<file path="src/hdl/ohr_ram.sv">
// ----------------------------------------------------------------------------
// ohr_ram
// Generic simple dual-port RAM: one write port, one read port, registered read.
// ----------------------------------------------------------------------------
module ohr_ram #(
	parameter int WIDTH = 8,
	parameter int DEPTH = 16
) (
	input  logic                     clk,
	input  logic                     wr_en,
	input  logic [$clog2(DEPTH)-1:0] wr_addr,
	input  logic [WIDTH-1:0]         wr_data,
	input  logic                     rd_en,
	input  logic [$clog2(DEPTH)-1:0] rd_addr,
	output logic [WIDTH-1:0]         rd_data
);

	logic [WIDTH-1:0] mem [DEPTH];

	always_ff @(posedge clk) begin
		if (wr_en) begin
			mem[wr_addr] <= wr_data;
		end
		if (rd_en) begin
			rd_data <= mem[rd_addr];
		end
	end

endmodule

</file>
<file path="config.mk">
export PLATFORM = sky130hd
export DESIGN_NAME = ohr_ram
export DESIGN_NICKNAME = d
export VERILOG_FILES = /design/src/hdl/ohr_ram.sv
export SDC_FILE = /design/constraint.sdc
export NUM_CORES = 1
export LEC_CHECK = 0
export ABC_AREA = 1
export BUFFER_PORTS_ARGS = -buffer_cell sky130_fd_sc_hd__buf_4
export CELL_PAD_IN_SITES_DETAIL_PLACEMENT = 1
export CELL_PAD_IN_SITES_GLOBAL_PLACEMENT = 2
export CORE_ASPECT_RATIO = 0.9
export CORE_MARGIN = 3
export CORE_UTILIZATION = 40
export CTS_BUF_LIST = sky130_fd_sc_hd__clkbuf_4
export DETAILED_ROUTE_END_ITERATION = 7
export PLACE_DENSITY_LB_ADDON = 0.3
export SYNTH_ARGS = -nofsm -noshare
export SYNTH_HDL_FRONTEND = slang
export SYNTH_SLANG_ARGS = --single-unit
</file>
<file path="constraint.sdc">
create_clock -name clk -period 1.3 [get_ports clk]
set_input_delay 0.13 -clock clk [delete_from_list [all_inputs] [get_ports clk]]
set_output_delay 0.13 -clock clk [all_outputs]
set_load 0.02 [all_outputs]
</file>
== Word level (Yosys, flattened, before mapping) ==
Memory sizes are Yosys's and may differ from the RTL's. A register that Yosys moved wholly into a read port is not among the register bits.
Cells that the tools add are included.

* Memories kept: 1
* Logic and storage cells: 3
* Bits in writable memories: 128
* Input bits: 19
* Register bits after elaboration: 0

* Multiplexer cells: 2

{| class="wikitable"
|+ Memories
! name !! words !! bits a word !! rd ports !! clocked after Yosys merged registers in !! wr ports !! RTL line !! RTL
|-
| mem || 16 || 8 || 1 || 1 || 1 || 18 || <nowiki>logic [WIDTH-1:0] mem [DEPTH];</nowiki>
|}

{| class="wikitable"
|+ Operators with widths
! kind !! count
|-
| 2-to-1 mux 1 bit || 2
|}

== Logic depth before layout (Yosys ltp) ==
* Word-level depth: 2
* Mapped depth: 8
* Gate-level depth less buffers: 7

== Worst setup path before layout ==
Ideal clock, no wire load.

* Path type: input -> register
* From: in wr_addr[2]
* To: mem mem[10][0], enable pin
* Cell stages on the path: 2
* Setup slack: 0.219 ns
* Arrival: 0.711 ns
* Setup time: 0.370 ns
* Cells stage by stage: nand3b_1 nor2_1

{| class="wikitable"
|+ RTL lines
! what !! RTL line !! RTL
|-
| start, declared || 11 || <nowiki>input logic [$clog2(DEPTH)-1:0] wr_addr,</nowiki>
|-
| end, declared || 18 ||
|}

Straight into the memory's write port.

== Worst setup path after layout ==
* From: reg rd_data[0] (read register of mem)
* To: out rd_data[0]

{| class="wikitable"
|+ RTL lines
! what !! RTL line !! RTL
|-
| start, declared || 15 || <nowiki>output logic [WIDTH-1:0] rd_data</nowiki>
|}

No word-level cell between the ends.

==> qor.txt <==
Top cells by instance count after synthesis: 173 x sky130_fd_sc_hd__nand2_1, 136 x sky130_fd_sc_hd__edfxtp_1, 100 x sky130_fd_sc_hd__inv_1
Power per standard cell area: 1250 mW/mm^2
Final number of hold-violating endpoints: 0
Placeable core region: 0.0142 mm^2
Violations in the final reports: setup timing
Final core utilization: 0.483
Peak Freq: 0.758 GHz
TritonCTS clock tree: built
Footprint of the flip-flops and latches: 0.00408 mm^2
Worst vdd rail ir drop: 0.503 mV
Die span in x: 133 um
Post-synth top area share: 0.698
Period minus WS final: 1.32 ns
Yosys synthesis warning count: 0
Vias per inst: 4.84
Sink Count: 136
All-layer global routing usage: 0.199
Grt ovf: 0
Diodes inserted: 0
Slowest CP cell: sky130_fd_sc_hd__edfxtp_1
Initial antenna violation count: 0
Final cycle utilization of the critical path: 1.01
Count of nets after finishing: 632
Number of design rule violations left after detail routing: 0
CTS Root Cell: sky130_fd_sc_hd__clkbuf_4
Avg WL per Cell: 18.4 um
Adder and majority cell fraction of the synthesized area: 0
First-pass GRT wire length: 23400 um
Arrival time of the worst setup path: 1.19 ns
Number of distinct standard cells referenced by the synthesized netlist: 11
Maximum buffer depth of the clock tree: 2
Row cnt: 41
Worst R2R Path Depth: 6
Setup Total Neg Slack: -0.0221 ns
Total wire length after detailed routing: 15100 um
Area fraction in compound gates after synthesis: 0
Die outline area: 0.0161 mm^2
Setup WS post-layout: -0.0188 ns
Leak pwr: 2.95 nW
Required time at the endpoint of the critical path: 1.17 ns
Vias: 3965
Height of the die: 121 um
Type of element launching the critical path: register
Post-CTS repair timing setup buffer count: 0
Post-synthesis xor/xnor area fraction: 0
Final-report max-slew violation count: 0
Outcome: finished, violations left
DRC violation total after the first TritonRoute iteration: 262
Unrepaired setup endpoints after global routing: yes
Number of buffers created by CTS: 17
Share of synthesized flip-flops with an asynchronous set or reset: 0
Maximum number of pins on one net before global-route repair: 33
DRT Pass-1 Iters: 4
EDFF count, synth: 136
Avg Cell Area, Syn: 10.6 um^2
Portion of netlist area occupied by mux cells: 0
Net Count, Synth: 570
Number of global-route vias before repair: 4087
DP Wirelength: 9940 um
WS Path Type: reg -> out
Relative slew margins: 0.771
CP top delay family: flip-flops
Most frequently used cell type in the post-synthesis netlist: sky130_fd_sc_hd__nand2_1
I/O Pins: 27
Reg clk slew, reported paths: 0.11 ns
Main combinational cell family by area after synthesis: simple AND/OR/NAND/NOR gates
Cells along the critical path: buf_6
Number of synthesized register bits: 136
Post-Synthesis Cells: 551
MaxCap Viol Count: 0
Count of input and output buffers: 26
Count of fill cells added during filler insertion: 1572
CTS H-tree depth: 4
GPL Wtd Cong: 0.806
Main area contributors after synthesis: sky130_fd_sc_hd__edfxtp_1 70%, sky130_fd_sc_hd__nand2_1 11%, sky130_fd_sc_hd__nand3_1 8.3%, sky130_fd_sc_hd__inv_1 6.4%, sky130_fd_sc_hd__buf_6 1.2%
Largest incremental delay on the critical path: 0.47 ns
Clk_lat worst skew: 0.55 ns
Mapped Area: 0.00585 mm^2
Critical Path End Type: output port
Max FO, Critical Path: 1
Depth of the critical timing path with buffers and inverters included: 1
Most frequently used flop master after synthesis: sky130_fd_sc_hd__edfxtp_1
Remaining antenna violation count after routing: 0
Worst Clk Skew: 0.0153 ns
Share of synthesized cell area in and, or, nand and nor gates: 0.208
Area taken by multi-input logic gates: 0.00121 mm^2
Sequential share of the synthesized area: 0.698
Syn-to-layout area delta: 17.1%
Class of the tightest hold or removal check: in -> reg
Effective utilization at floorplan: 0.413
Cell type with the highest aggregate area in the netlist: sky130_fd_sc_hd__edfxtp_1
Share of post-route cells with drive strength above 1: 0.136
Count of buffering cells on the critical path with inverters included: 1
Actual slew at the worst max-slew pin: 0.343 ns
Hold Path Stages: 6
Count of final setup violators: 2
[timing repair]
item,CTS,global route
resized for setup,5,3
hold buffers,10,0
endpoints found under the setup margin,5,8
endpoints found under the hold margin,142,0
[cells by family after synthesis]
kind of cell / count (synthesis)
simple gates: 289
buf+inv: 126
flops: 136
[area by class of cell]
cell class	instances	area share
sequential	136	0.597
clock buffer	19	0.0208
multi-input combinational	289	0.177
timing repair buffer	67	0.0943
clock inverter	13	0.0197
tap	193	0.0353
inverter	102	0.0559
[final timing paths]
check	start	end	slack, ns
worst max register to register	mem[7][3]	rd_data[3]	0.14
worst min-delay path	rd_addr[2]	rd_data[0]	0.17
worst max-delay path	rd_data[0]	rd_data[0]	-0.02
worst min register to register	mem[11][0]	rd_data[0]	0.76
[metrics by stage]
| stage | power (mW) | hold WS [ns] | setup WS, ns | std cells | instance area (um^2) |
|---|---|---|---|---|---|
| after floorplan | 5.43 | 0.229 | 0.219 | 551 | 5850 |
| after global placement | 5.77 | 0.452 | -0.0792 | 777 | 6440 |
| after detailed placement | 5.79 | 0.452 | -0.0774 | 777 | 6440 |
| after CTS | 8.60 | 0.134 | -0.0672 | 819 | 6830 |
| after global routing | 8.86 | 0.158 | -0.0868 | 819 | 6850 |
| final | 8.53 | 0.171 | -0.0188 | 819 | 6850 |
[per-layer routing]
metal,vias to the layer above,wire (um),GRT usage
met2,65,7090,0.313
met4,0,144,0.0540
met1,1987,7290,0.281
met5,-,0,0
met3,12,528,0.0462
li1,1901,-,-
[flip-flops by register name, indices dropped and copies added, names as in the netlist]
| signal | cells |
|---|---|
| mem | 128 |
| rd_data | 8 |
[report_power, final]
part           switching, mW  leakage (nW)  total, mW  internal [mW]
Combinational          0.481          1.56      0.756          0.275
Sequential            0.0364          1.24       4.97           4.93
Clock                   1.48         0.151       2.80           1.33
Total                   1.99          2.95       8.53           6.53
[cell usage in the layout, fill, tap and decap left out, drive strengths merged]
| cell type | n |
|---|---|
| buf | 57 |
| nand3 | 97 |
| clkbuf | 19 |
| clkinvlp | 1 |
| inv | 102 |
| clkinv | 9 |
| nand2 | 173 |
| nor2 | 17 |
| bufinv | 3 |
| edfxtp | 136 |
| dlygate4sd3 | 10 |
| nand3b | 2 |
No activity file was read; power rests on OpenSTA's default activity.
